## config.mk

```make
export PLATFORM = sky130hd
export DESIGN_NAME = float_rgb_to_shared_exponent
export DESIGN_NICKNAME = d
export VERILOG_FILES = /design/src/rtl/core/rgbe_pkg.sv /design/src/rtl/core/rgbe_stage.sv /design/src/rtl/core/float_rgb_to_shared_exponent.sv
export VERILOG_INCLUDE_DIRS = /design/src /design/src/rtl/core
export SDC_FILE = /design/constraint.sdc
export NUM_CORES = 1
export LEC_CHECK = 0
export BUFFER_PORTS_ARGS = -buffer_cell sky130_fd_sc_hd__clkbuf_2
export CORE_AREA = 2 2 154 156
export CTS_BUF_LIST = sky130_fd_sc_hd__clkbuf_4
export DETAILED_ROUTE_END_ITERATION = 12
export DIE_AREA = 0 0 156 158
export PLACE_DENSITY = 0.75
export SLEW_MARGIN = 20
export SYNTH_ARGS = -nofsm -noshare
export SYNTH_HDL_FRONTEND = slang
export SYNTH_SLANG_ARGS = --single-unit
```

## constraint.sdc

```tcl
create_clock -name clk -period 19.1 [get_ports clk]
set_input_delay 5.73 -clock clk [delete_from_list [all_inputs] [get_ports clk]]
set_output_delay 5.73 -clock clk [all_outputs]
set_load 0.02 [all_outputs]
```

## src/rtl/core/float_rgb_to_shared_exponent_macros.svh

```systemverilog
// Assertion macros for the shared-exponent encoder.
// Used by rtl/core modules that check their own pipeline logic.
`ifndef FLOAT_RGB_TO_SHARED_EXPONENT_MACROS_SVH
`define FLOAT_RGB_TO_SHARED_EXPONENT_MACROS_SVH
`ifndef SYNTHESIS
`define RGBE_ASSERT_IMPL(label, clk, rst, a, c) \
  label: assert property (@(posedge clk) disable iff (rst) (a) |-> (c)) \
    else $error("assertion failed");
`define RGBE_ASSERT_NEXT(label, clk, rst, a, c) \
  label: assert property (@(posedge clk) disable iff (rst) (a) |=> (c)) \
    else $error("assertion failed");
`else
`define RGBE_ASSERT_IMPL(label, clk, rst, a, c)
`define RGBE_ASSERT_NEXT(label, clk, rst, a, c)
`endif
`endif

```

## src/rtl/core/rgbe_pkg.sv

```systemverilog
// Shared types and constants for the shared-exponent encoder.
// No dependencies.
package rgbe_pkg;
  localparam logic [7:0]  ExpOffset = 8'd134;
  localparam logic [7:0]  MinExp    = 8'd7;
  localparam logic [7:0]  ExpSpecial = 8'hFF;

  // One channel after unpacking: effective exponent and significand.
  typedef struct packed {
    logic [7:0]  eff;
    logic [23:0] sig;
  } chan_t;

  typedef struct packed {
    chan_t [2:0] ch;
    logic        bad;
  } stage1_t;

  typedef struct packed {
    chan_t [2:0] ch;
    logic [7:0]  max_exp;
    logic        bad;
    logic        zero;
  } stage2_t;

  typedef struct packed {
    logic [2:0][7:0] mant;
    logic [7:0]      expo;
    logic            invalid;
  } result_t;
endpackage

```

## src/rtl/core/rgbe_stage.sv

```systemverilog
// One pipeline register stage with elastic valid/ready handshake.
// Depends on nothing; payload width given by parameter.
module rgbe_stage #(
  parameter int unsigned Width = 8
) (
  input  logic             clk,
  input  logic             rst,
  input  logic             in_valid,
  output logic             in_ready,
  input  logic [Width-1:0] in_data,
  output logic             out_valid,
  input  logic             out_ready,
  output logic [Width-1:0] out_data
);
  // Accept when empty or when the held word leaves this cycle.
  assign in_ready = !out_valid || out_ready;

  always_ff @(posedge clk) begin
    if (rst) begin
      out_valid <= 1'b0;
    end else if (in_ready) begin
      out_valid <= in_valid;
    end
  end

  always_ff @(posedge clk) begin
    if (in_ready && in_valid) begin
      out_data <= in_data;
    end
  end
endmodule

```

## src/rtl/core/float_rgb_to_shared_exponent.sv

```systemverilog
// Shared-exponent RGB encoder: three float32 in, 8-bit mantissas and exponent out.
// Stages: unpack, max select, shift; throughput one word per cycle while the output is ready.
// Each stage is an elastic register; a stall holds words in place.
// Reset (rst, synchronous, active high) empties the pipeline; no other state.
// Depends on rgbe_pkg, rgbe_stage and float_rgb_to_shared_exponent_macros.svh.
`include "float_rgb_to_shared_exponent_macros.svh"
module float_rgb_to_shared_exponent
  import rgbe_pkg::*;
(
  input  logic        clk,
  input  logic        rst,
  input  logic        s_axis_tvalid,
  output logic        s_axis_tready,
  input  logic [95:0] s_axis_tdata,  // red_bits, green_bits, blue_bits
  output logic        m_axis_tvalid,
  input  logic        m_axis_tready,
  output logic [39:0] m_axis_tdata   // red, green, blue mantissa, exponent, invalid, pad
);
  stage1_t s1_d, s1_q;
  stage2_t s2_d, s2_q;
  result_t s3_d, s3_q;
  logic v1, r1, v2, r2;

  // Unpack: effective exponent, hidden bit, invalid inputs.
  always_comb begin
    logic [31:0] b;
    logic [7:0]  e;
    s1_d.bad = 1'b0;
    for (int i = 0; i < 3; i++) begin
      b = s_axis_tdata[32*i +: 32];
      e = b[30:23];
      s1_d.ch[i].eff = (e == 8'd0) ? 8'd1 : e;
      s1_d.ch[i].sig = {(e != 8'd0), b[22:0]};
      if (b[31] || e == ExpSpecial) s1_d.bad = 1'b1;
    end
  end

  rgbe_stage #(.Width($bits(stage1_t))) u_st1 (
    .clk, .rst, .in_valid(s_axis_tvalid), .in_ready(s_axis_tready),
    .in_data(s1_d), .out_valid(v1), .out_ready(r1), .out_data(s1_q));

  // Largest exponent; the max channel's exponent is all the shift needs.
  always_comb begin
    logic [7:0] m;
    m = s1_q.ch[0].eff;
    if (s1_q.ch[1].eff > m) m = s1_q.ch[1].eff;
    if (s1_q.ch[2].eff > m) m = s1_q.ch[2].eff;
    s2_d.ch      = s1_q.ch;
    s2_d.max_exp = m;
    s2_d.bad     = s1_q.bad;
    s2_d.zero    = (s1_q.ch[0].sig == 24'd0) && (s1_q.ch[1].sig == 24'd0)
                   && (s1_q.ch[2].sig == 24'd0);
  end

  rgbe_stage #(.Width($bits(stage2_t))) u_st2 (
    .clk, .rst, .in_valid(v1), .in_ready(r1), .in_data(s2_d),
    .out_valid(v2), .out_ready(r2), .out_data(s2_q));

  // Shift each significand; flag a tiny or subnormal maximum.
  always_comb begin
    logic [8:0] sh;
    logic       tiny;
    // A subnormal max has no hidden bit, so its field is zero: also tiny.
    tiny = (s2_q.max_exp < MinExp) ||
           ((s2_q.max_exp == 8'd1) && !(s2_q.ch[0].sig[23] || s2_q.ch[1].sig[23]
            || s2_q.ch[2].sig[23]));
    s3_d.invalid = s2_q.bad || (!s2_q.zero && tiny);
    s3_d.expo    = (s3_d.invalid || s2_q.zero) ? 8'd0 : s2_q.max_exp - ExpOffset;
    for (int i = 0; i < 3; i++) begin
      sh = {1'b0, s2_q.max_exp - s2_q.ch[i].eff} + 9'd16;
      if (s3_d.invalid || s2_q.zero || sh >= 9'd24) s3_d.mant[i] = 8'd0;
      else s3_d.mant[i] = 8'(s2_q.ch[i].sig >> sh[4:0]);
    end
  end

  rgbe_stage #(.Width($bits(result_t))) u_st3 (
    .clk, .rst, .in_valid(v2), .in_ready(r2), .in_data(s3_d),
    .out_valid(m_axis_tvalid), .out_ready(m_axis_tready), .out_data(s3_q));

  assign m_axis_tdata = {7'd0, s3_q.invalid, s3_q.expo,
                         s3_q.mant[2], s3_q.mant[1], s3_q.mant[0]};

  `RGBE_ASSERT_IMPL(a_inv_zero, clk, rst, m_axis_tvalid && s3_q.invalid, m_axis_tdata[31:0] == 32'd0)
  `RGBE_ASSERT_NEXT(a_hold, clk, rst, m_axis_tvalid && !m_axis_tready, m_axis_tvalid && $stable(m_axis_tdata))
  `RGBE_ASSERT_IMPL(a_ready, clk, rst, !v1, s_axis_tready)
endmodule

```

Yosys cells after proc, flatten, opt, wreduce, memory -nomap -nowiden
Index checks and enable logic that the tools add are counted.
- output and inout bits: 42
- word-level logic and storage cells: 73
- latch bits: 0
- input port bits: 100
- bits in read-only memories: 0
- memories kept: 0
- register bits after elaboration: 239
- bits in writable memories: 0
- multiply operators: 0
- add/subtract/negate cells: 7
- shift-type cells: 3
- eq/ne operators: 4
- div/mod/pow operators: 0
- reduce and logical (&&, ||, !) cells: 36
- multiplexer cells: 3
- bitwise gates (word level): 0
- $lt $le $gt $ge: 6
- operators by type and width (operator ; count):
    24-bit zero test ; 3
    24-bit by 5-bit >> shifter with 8-bit output ; 3
    8-bit by 5-bit adder with 9-bit output, second input constant ; 3
    9-bit by 5-bit greater-or-equal comparator with 1-bit output, second input constant ; 3
    8-bit equality test, second input constant ; 3
    8-bit zero test ; 3
    8-bit nonzero test ; 3
    8-bit subtractor ; 3
    8-bit > comparator ; 2
    8-bit two-way mux ; 2
    1-bit logical OR ; 14
    8-bit by 1-bit equality test with 1-bit output, second input constant ; 1
    8-bit by 3-bit less-than comparator with 1-bit output, second input constant ; 1
    8-bit subtractor, second input constant ; 1
    1-bit logical AND ; 7
    1-bit zero test ; 5
    2-bit OR reduction ; 1
    1-bit two-way mux ; 1

Longest topological paths before layout
Gate-level depths: netlist of the first run.
- word-level depth: 9
- depth in mapped cells: 17
- mapped depth without buffers: 15

By module
Synthesis of the first run repeated with hierarchy kept, for this count alone.
- cells, all modules: 910
- area, all modules: 12502.0 µm²
- modules (own cells, without submodules) (module ; area an instance (µm²) ; sequential area each (µm²) ; times used ; cells each):
    float_rgb_to_shared_exponent ; 5250.0 ; 0.0 ; 1 ; 659
    rgbe_stage (u_st2) ; 3238.1 ; 3203.1 ; 1 ; 111
    rgbe_stage (u_st1) ; 2967.8 ; 2932.8 ; 1 ; 102
    rgbe_stage (u_st3) ; 1046.0 ; 1011.0 ; 1 ; 38

Worst setup path before layout of the first run
OpenSTA, ideal clock, no wires.
- path kind: input -> register
- start point: input port m_axis_tready
- end point: register u_st2.out_data[0], enable pin
- stages: 2
- arrival time: 13.495 ns
- required time: 18.367 ns
- buffers on the path: 0
- library setup time: 0.733 ns
- slack: 4.872 ns
- cells stage by stage: nor2b_1 a21boi_0
- longest elaborated chain between the ends: 3
- ends and longest elaborated chain (item ; RTL line ; text):
    start, declared ; float_rgb_to_shared_exponent.sv:16 ; input logic m_axis_tready,
    1-bit logical OR (2 in series) ; rgbe_stage.sv:16 ; assign in_ready = !out_valid || out_ready;
    1-bit logical AND ; rgbe_stage.sv:27 ; if (in_ready && in_valid) begin
    end signal, assigned ; rgbe_stage.sv:28 ; out_data <= in_data;
    end, declared ; rgbe_stage.sv:13 ; output logic [Width-1:0] out_data
No other way between the ends.
A chain may end at the register's enable or synchronous reset.

Worst setup path after layout of the first run
- start point: input port m_axis_tready
- end point: output port s_axis_tready
- longest elaborated chain between the ends: 3
- ends and longest elaborated chain (item ; RTL line ; text):
    1-bit logical OR (3 in series) ; rgbe_stage.sv:16 ;
    end, declared ; float_rgb_to_shared_exponent.sv:13 ; output logic s_axis_tready,
No other way between the ends.

==> summary.md, run 1 <==
| Metric | Value |
|---|---|
| Met3 Usage GRT | 0.0391 |
| Area of the multi-input gates | 4840 um^2 |
| WS Path Type | input pin to output pin |
| Predominant post-synthesis flop cell | edfxtp_1 |
| Clock sinks | 239 |
| CP peak stage delay | 0.58 ns |
| Critical path cell sequence | clkbuf_2, nor2b_1, nand3_1, clkbuf_2 |
| Synth Instances | 901 |
| Top Ports | 142 |
| Number of distinct library cells after synthesis | 72 |
| All-Layer GR Usage | 0.210 |
| Area of the die | 24600 um^2 |
| RePlAce Congestion | 0.885 |
| Hold crit path type | flip-flop to flip-flop |
| DRT Pass-1 Iters | 6 |
| Fillers | 1836 |
| Tmin final | 12.51 ns |
| Initial antenna violation count | 1 |
| GR Util met1 | 0.284 |
| Total Wirelength | 25.3 mm |
| Post-DRT Antenna Nets | 0 |
| Die Height | 158 um |
| Largest net degree at the start of global routing | 57 |
| Layout cells sized above 1 | 0.300 |
| Top post-synthesis cells by area | edfxtp_1 57%, mux4_2 7.4%, ha_1 4.4% |
| Final #Nets | 1200 |
| Reg2reg path depth | 14 |
| Worst-Margin Slew | 1.08 ns |
| IO buf count | 134 |
| Arr. time, crit path | 6.78 ns |
| Post-CTS Hold Buffers | 0 |
| Asr flop ratio synth | 0 |
| Status | finished, final reports clean |
| Routed len/inst | 18.4 um |
| Grt ovf | 0 |
| Die X | 156 um |
| DRC Markers | 0 |
| WHS Path Cells | 0 |
| Yosys warns | 0 |
| Sequential-to-total area share from yosys stat | 0.576 |
| Root Driver | clkbuf_4 |
| Maximum Capacitance Violations | 0 |
| Hold Slack | 0.428 ns |
| Max Slew Vio Count | 0 |
| CTS buffer count | 58 |
| Commonest non-fill, non-tap cells in the layout | 236 x edfxtp_1, 134 x clkbuf_2, 82 x clkbuf_4 |
| RSZ-0062 raised after global routing | false |
| Post-cts resize count | 0 |
| Post-Syn Area per Cell | 13.8 um^2 |
| H-tree depth | 2 |
| Worst EP required | 13.37 ns |
| Post-synth EDFFs | 236 |
| Most used cell, CP | clkbuf_2 |
| Vias | 8030 |
| # setup viols final | 0 |
| Max Clock Freq | 0.0800 GHz |
| Seq. cell area | 7150 um^2 |
| Worst setup SP type | input pin |
| Syn-to-layout area delta | 12.7% |
| Clock-pin slew on the worst setup and hold paths | 0.06 ns |
| Yosys top cell by area | edfxtp_1 |
| Initial Utilization | 0.538 |
| Top Usage Layer GRT | met2 |
| CP Max Fanout | 6 |
| TNS Setup | 0 ns |
| Clock Latency Late Sink | 0.66 ns |
| Max VDD drop | 51.8 uV |
| DPL Wire Length | 18.7 mm |
| Core area | 23100 um^2 |
| Leakage power | 5.26 nW |
| Post-CTS Setup Bufs | 0 |
| M2 GR Usage | 0.345 |
| Buffers plus inverters on the worst setup path | 2 |
| CTS tree | yes |
| Commonest non-fill, non-tap cell in the layout | edfxtp_1 |
| Drt via density | 5.82 |
| Row count | 56 |
| Crit path depth | 4 |
| Worst Skew | 0.0255 ns |
| Vias in the first global route | 7758 |
| Yosys reg bits | 239 |
| Slew HR | 0.278 |
| Final hold violation count | 0 |
| PwrDens | 102 nW/um^2 |
| Crit end category | output pin |
| Fin crit share | 0.655 |
| Longest Clk Path Bufs | 3 |
| Drt first-iter violations | 483 |
| Global-route wire length before repair | 40.1 mm |
| Synth top area share | 0.572 |
| Mapped cell area | 12400 um^2 |
| Slowest cell on crit path | nor2b_1 |
| CP top delay family | simple AND/OR/NAND/NOR gates |
==> flip-flops by register name, indices dropped and copies added (netlist names) <==
name	flops
u_st1.out_valid	1
u_st2.out_valid	1
u_st3.out_valid	1
u_st1.out_data	97
u_st2.out_data	106
u_st3.out_data	33
==> metal layers <==
layer / vias up / wire length, um
met5: - / 0
met4: 0 / 543
met3: 43 / 1560
met2: 259 / 12300
met1: 3850 / 10900
li1: 3878 / -
==> logic make-up (layout without fill, tap and decap cells) <==
kind of cell	Yosys count	count (layout)	share of synthesized area
XOR/XNOR	23	23	0.0181
adder cells (fa/ha/maj)	47	47	0.0492
buffers and inverters	106	288	0.0374
other	1	8	0.000302
AO/OA/AOI/OAI	166	166	0.0916
flip-flops	239	239	0.576
AND/OR/NAND/NOR	212	212	0.0909
multiplexers	107	107	0.136
==> cell type report <==
type / count / share of cell area
Timing Repair Buffer: 144 / 0.0533
Clock inverter: 14 / 0.00573
Inverter: 48 / 0.0129
Clock buffer: 82 / 0.0440
Tap cell: 290 / 0.0260
Antenna cell: 1 / 0.000179
Sequential cell: 239 / 0.511
Multi-Input combinational cell: 562 / 0.347
==> per-stage QoR <==
| step | utilization | instance area (um^2) | std cells | worst slack [ns] | power (mW) |
|---|---|---|---|---|---|
| global placement | 0.576 | 13300 | 1283 | 6.66 | 1.03 |
| CTS | 0.606 | 14000 | 1379 | 6.60 | 1.43 |
| global route | 0.606 | 14000 | 1380 | 6.50 | 1.50 |
| finish | 0.606 | 14000 | 1380 | 6.59 | 1.42 |
| floorplan | - | 12400 | 907 | 4.87 | 0.955 |
| detailed placement | 0.576 | 13300 | 1283 | 6.61 | 1.03 |
==> synth_stat cells (5+ instances only) <==
cell       number
a31oi_1        16
a32oi_1         5
a221oi_1        6
nand2_1        40
mux4_2         41
nand2b_1        5
xnor2_1        13
mux2_2         35
o21a_1          6
o21ai_0        25
a21o_1          6
a22oi_1         7
a211o_1         6
inv_1          46
nor2b_1        13
buf_4          12
xor2_1          7
edfxtp_1      236
mux2i_1        26
nor3_1          9
or3_1           6
clkbuf_1       28
o2111ai_1       6
buf_2          17
and2_1          8
nand3_1        23
nand4_1        14
or2_2           5
nor2_1         42
a21oi_1        37
a211oi_1       19
nor4_1         25
ha_1           44
==> report_power, final <==
group,internal (mW),switching (mW),total (mW)
logic,0.173,0.209,0.382
registers,0.618,0.0256,0.643
clock network,0.208,0.187,0.396
total,0.999,0.422,1.42
==> worst paths after layout <==
path                           start  slack (ns)                end
hold reg to reg    u_st1.out_data[0]        0.43  u_st2.out_data[1]
setup / recovery       m_axis_tready        6.59      s_axis_tready
hold / removal     u_st1.out_data[0]        0.43  u_st2.out_data[1]
setup reg to reg  u_st1.out_data[62]       14.78  u_st2.out_data[7]
==> worst register-to-register path: stages (launching register included) <==
cell and delay [ns]:
edfxtp_1 0.45, ha_1 0.33, a21o_1 0.17, a21o_1 0.19, a21o_1 0.19, o31ai_1 0.63
o21ai_0 0.21, and2_1 0.19, ha_1 0.29, a21o_1 0.17, a21oi_1 0.14, nor2b_1 0.06
o22ai_1 0.49, and2_1 0.39, a31oi_1 0.17
Power figures use the tool's default switching activity.
==> run 2, diff against run 1 <==
--- a/config.mk
+++ b/config.mk
@@ -11,7 +11,7 @@
 export CTS_BUF_LIST = sky130_fd_sc_hd__clkbuf_4
 export DETAILED_ROUTE_END_ITERATION = 12
 export DIE_AREA = 0 0 156 158
-export PLACE_DENSITY = 0.75
+export PLACE_DENSITY = 0.78
 export SLEW_MARGIN = 20
 export SYNTH_ARGS = -nofsm -noshare
 export SYNTH_HDL_FRONTEND = slang
==> constraint.sdc (replaced) <==
create_clock -name clk -period 11.5 [get_ports clk]
set_input_delay 3.45 -clock clk [delete_from_list [all_inputs] [get_ports clk]]
set_output_delay 3.45 -clock clk [all_outputs]
set_load 0.02 [all_outputs]
==> summary.md, run 2 (same netlist as run 1, synthesis figures left out) <==
| Metric | Value |
|---|---|
| Status | finished, final reports clean |
| CTS buffer count | 60 |
| Root Driver | clkbuf_4 |
| Hold path endpoint | u_st2.out_data[76] |
| Initial Utilization | 0.538 |
| Layout cells sized above 1 | 0.299 |
| Vias in the first global route | 7843 |
| Max VDD drop | 126 uV |
| WHS Path Cells | 0 |
| CP Max Fanout | 6 |
| Slew HR | 0.327 |
| Drt first-iter violations | 419 |
| Total Wirelength | 25.7 mm |
| Worst-Margin Slew | 1.01 ns |
| Clock Latency Late Sink | 0.67 ns |
| RePlAce Congestion | 0.882 |
| Syn-to-layout area delta | 13.2% |
| PwrDens | 169 nW/um^2 |
| IO buf count | 134 |
| Commonest non-fill, non-tap cells in the layout | 236 x edfxtp_1, 134 x clkbuf_2, 81 x clkbuf_4 |
| Worst R2R End | u_st2.out_data[8] |
| Worst EP required | 8.05 ns |
| Hold crit path type | flip-flop to flip-flop |
| Largest net degree at the start of global routing | 98 |
| DR WL met3 | 1.67 mm |
| H-tree depth | 2 |
| Routed len/inst | 18.5 um |
| WS Path Type | input pin to output pin |
| Drt via density | 5.90 |
| Longest Clk Path Bufs | 3 |
| Tmin final | 7.94 ns |
| Post-CTS Setup Bufs | 0 |
| Leakage power | 5.28 nW |
| Met2 WL | 12.7 mm |
| Commonest non-fill, non-tap cell in the layout | edfxtp_1 |
| Max Clock Freq | 0.126 GHz |
| Fin crit share | 0.691 |
| Seq. cell area | 7150 um^2 |
| Final hold violation count | 0 |
| Largest regs | u_st2.out_data x106, u_st1.out_data x97, u_st3.out_data x33 |
| Initial antenna violation count | 1 |
| Core area | 23100 um^2 |
| Area of the multi-input gates | 4850 um^2 |
| DPL Wire Length | 18.9 mm |
| Max Slew Vio Count | 0 |
| DRT Pass-1 Iters | 5 |
| DRC Markers | 0 |
| Hold Slack | 0.440 ns |
| Post-DRT Antenna Nets | 0 |
| RSZ-0062 raised after global routing | false |
| Hold path start | u_st1.out_data[67] |
| Uppermost routed layer | met4 |
| DRT met1 WL | 10.9 mm |
| Top Ports | 142 |
| Worst setup SP type | input pin |
| Grt ovf | 0 |
| R2r setup slk | 7.27 ns |
| Area of the die | 24600 um^2 |
| Clock-pin slew on the worst setup and hold paths | 0.07 ns |
| CTS tree | yes |
| Die Height | 158 um |
| Die X | 156 um |
| Total power | 2.38 mW |
| Clock sinks | 239 |
| TNS Setup | 0 ns |
| Post-cts resize count | 0 |
| Global-route wire length before repair | 40.2 mm |
| Post-CTS Hold Buffers | 0 |
| Vias | 8201 |
| Maximum Capacitance Violations | 0 |
| All-Layer GR Usage | 0.210 |
| Arr. time, crit path | 4.49 ns |
| Worst Skew | 0.0378 ns |
| Crit end category | output pin |
| Row count | 56 |
| Max FFs per register | 106 |
| Fillers | 1810 |
| Reg2reg path depth | 15 |
| Largest Register | u_st2.out_data |
| Final #Nets | 1200 |
| Worst reg2reg startpoint | u_st1.out_data[30] |
| # setup viols final | 0 |
run 2: worst max-delay path by stage:
stage | slack [ns] | to | depth (start not counted) | start
2_1_floorplan | 2.35 | u_st2.out_data[0] | 2 | m_axis_tready
3_3_place_gp | 3.61 | s_axis_tready | 4 | m_axis_tready
3_5_place_dp | 3.55 | s_axis_tready | 4 | m_axis_tready
4_1_cts | 3.56 | s_axis_tready | 4 | m_axis_tready
5_1_grt | 3.47 | s_axis_tready | 4 | m_axis_tready
6_report | 3.56 | s_axis_tready | 4 | m_axis_tready
run 2: per-layer routing:
| metal | GRT usage | vias up |
|---|---|---|
| met4 | 0.0690 | 0 |
| met5 | 0 | - |
| met3 | 0.0381 | 46 |
| met2 | 0.356 | 315 |
| met1 | 0.276 | 3951 |
| li1 | - | 3889 |
run 2: report_power, final:
group          internal (mW)  switching (mW)
logic                  0.287           0.350
clock network          0.351           0.319
registers               1.03          0.0430
run 2: layout make-up:
cell class	instances	area share
Clock buffer	81	0.0433
Timing Repair Buffer	142	0.0532
Antenna cell	1	0.000178
Clock inverter	28	0.00972
Tap cell	290	0.0259
Inverter	48	0.0128
Sequential cell	239	0.509
Multi-Input combinational cell	562	0.345
run 2: critical path, cell delays in order:
cell and delay, ns:
clkbuf_2 0.08, nor2b_1 0.57, nand3_1 0.20, clkbuf_2 0.20
run 2: stage by stage:
| step | instance area (um^2) | worst slack (ns) | std cells | utilization |
|---|---|---|---|---|
| finish | 14000 | 3.56 | 1391 | 0.609 |
| global route | 14000 | 3.47 | 1391 | 0.609 |
| CTS | 14000 | 3.56 | 1389 | 0.607 |
| detailed placement | 13300 | 3.55 | 1280 | 0.575 |
| global placement | 13300 | 3.61 | 1280 | 0.575 |
| floorplan | 12400 | 2.35 | 907 | - |
==> run 3, diff against run 2 <==
--- a/config.mk
+++ b/config.mk
@@ -11,7 +11,7 @@
 export CTS_BUF_LIST = sky130_fd_sc_hd__clkbuf_4
 export DETAILED_ROUTE_END_ITERATION = 12
 export DIE_AREA = 0 0 156 158
-export PLACE_DENSITY = 0.78
+export PLACE_DENSITY = 0.75
 export SLEW_MARGIN = 20
 export SYNTH_ARGS = -nofsm -noshare
 export SYNTH_HDL_FRONTEND = slang
==> constraint.sdc (replaced) <==
create_clock -name clk -period 7.9 [get_ports clk]
set_input_delay 2.37 -clock clk [delete_from_list [all_inputs] [get_ports clk]]
set_output_delay 2.37 -clock clk [all_outputs]
set_load 0.02 [all_outputs]
==> summary.md, run 3 (same netlist as run 1, synthesis figures left out) <==
| Metric | Value |
|---|---|
| Status | finished, final reports clean |
| Fillers | 1828 |
| Tmin final | 5.75 ns |
| Vias | 8169 |
| Commonest non-fill, non-tap cells in the layout | 236 x edfxtp_1, 134 x clkbuf_2, 88 x clkbuf_4 |
| Final #Nets | 1202 |
| Max FFs per register | 106 |
| Top Ports | 142 |
| Worst EP required | 5.53 ns |
| Layout cells sized above 1 | 0.310 |
| Initial Utilization | 0.538 |
| Post-CTS Setup Bufs | 0 |
| Arr. time, crit path | 3.38 ns |
| TNS Setup | 0 ns |
| Post-DRT Antenna Nets | 0 |
| WS Path Type | input pin to output pin |
| Hold path endpoint | u_st2.out_data[85] |
| Longest Clk Path Bufs | 3 |
| Die X | 156 um |
| PwrDens | 255 nW/um^2 |
| RePlAce Congestion | 0.888 |
| WHS Path Cells | 0 |
| Core area | 23100 um^2 |
| Worst-Margin Slew | 1.03 ns |
| DRC Markers | 0 |
| Commonest non-fill, non-tap cell in the layout | edfxtp_1 |
| Worst R2R End | u_st2.out_data[7] |
| RSZ-0062 raised after global routing | false |
| Syn-to-layout area delta | 13.9% |
| CTS buffer count | 59 |
| Row count | 56 |
| Hold crit path type | flip-flop to flip-flop |
| Total Wirelength | 25.7 mm |
| Crit end category | output pin |
| Clock Latency Late Sink | 0.69 ns |
| Largest net degree at the start of global routing | 57 |
| Hold path start | u_st1.out_data[76] |
| CP Max Fanout | 6 |
| DPL Wire Length | 18.9 mm |
| CTS tree | yes |
| Initial antenna violation count | 1 |
| Finished Cell Area | 14100 um^2 |
| Maximum Capacitance Violations | 0 |
| Die Height | 158 um |
| Post-cts resize count | 0 |
| # setup viols final | 0 |
| R2r setup slk | 3.65 ns |
| Post-CTS Hold Buffers | 0 |
| Area of the die | 24600 um^2 |
| Drt first-iter violations | 490 |
| DRT Pass-1 Iters | 5 |
| Worst Skew | 0.0381 ns |
| Final hold violation count | 0 |
| Max Slew Vio Count | 0 |
| Area post-placement | 13300 um^2 |
| Routed len/inst | 18.5 um |
| Largest Register | u_st2.out_data |
| Clock-pin slew on the worst setup and hold paths | 0.06 ns |
| Clock sinks | 239 |
| Reg2reg path depth | 15 |
| All-Layer GR Usage | 0.211 |
| Vias in the first global route | 7808 |
| H-tree depth | 2 |
| Fin crit share | 0.728 |
| Worst reg2reg startpoint | u_st1.out_data[30] |
| Global-route wire length before repair | 40.3 mm |
| Worst setup SP type | input pin |
| Max Clock Freq | 0.174 GHz |
| Grt ovf | 0 |
| Slew HR | 0.310 |
| IO buf count | 134 |
| Root Driver | clkbuf_4 |
| Leakage power | 5.34 nW |
| Drt via density | 5.88 |
| Largest regs | u_st2.out_data x106, u_st1.out_data x97, u_st3.out_data x33 |
| Max VDD drop | 120 uV |
## run 3: changes by cell type in the layout (fill, tap and decap cells not counted), sizes merged
| cell | before | now |
|---|---|---|
| bufinv | 1 | 4 |
| clkinvlp | 0 | 1 |
| clkbuf | 215 | 222 |
| clkinv | 26 | 12 |
| inv | 49 | 47 |
| buf | 8 | 11 |
## run 3: metal layers
layer,vias to the layer above,global-route usage,wire length (um)
li1,3880,-,-
met1,3945,0.284,10900
met2,285,0.346,12500
met3,59,0.0389,1640
met4,0,0.0769,684
met5,-,0,0
## run 3: area by class of cell
| class | instances | area (um^2) | area share |
|---|---|---|---|
| Inverter | 48 | 180 | 0.0128 |
| Multi-Input combinational cell | 562 | 4840 | 0.343 |
| Tap cell | 290 | 363 | 0.0257 |
| Clock buffer | 88 | 661 | 0.0468 |
| Sequential cell | 239 | 7150 | 0.506 |
| Antenna cell | 1 | 2.50 | 0.000177 |
| Timing Repair Buffer | 145 | 753 | 0.0533 |
| Clock inverter | 16 | 174 | 0.0123 |
## run 3: metrics by stage
stage	std cells	setup slack, ns	hold slack [ns]	utilization	power [mW]
after floorplan	907	1.98	0.400	-	2.30
after global placement	1284	2.16	0.429	0.576	2.48
after CTS	1388	2.14	0.451	0.613	3.62
final	1389	2.15	0.446	0.613	3.60
after detailed placement	1284	2.15	0.436	0.576	2.50
after global routing	1389	2.11	0.457	0.613	3.79
## run 3: worst max path at each step
stage,startpoint,end,slack [ns],cells past startpoint
global route,m_axis_tready,s_axis_tready,2.11,4
global placement,m_axis_tready,s_axis_tready,2.16,4
finish,m_axis_tready,s_axis_tready,2.15,4
detailed placement,m_axis_tready,s_axis_tready,2.15,4
CTS,m_axis_tready,s_axis_tready,2.14,4
floorplan,m_axis_tready,u_st1.out_data[0],1.98,2
## run 3: power breakdown
| part | switching (mW) | internal (mW) | total [mW] |
|---|---|---|---|
| registers | 0.0626 | 1.49 | 1.56 |
| clock network | 0.473 | 0.638 | 1.11 |
| logic | 0.509 | 0.420 | 0.929 |
## run 3: worst max-delay path, stage by stage
cell      delay, ns
clkbuf_2       0.08
nor2b_1        0.56
nand3_1        0.18
clkbuf_2       0.19
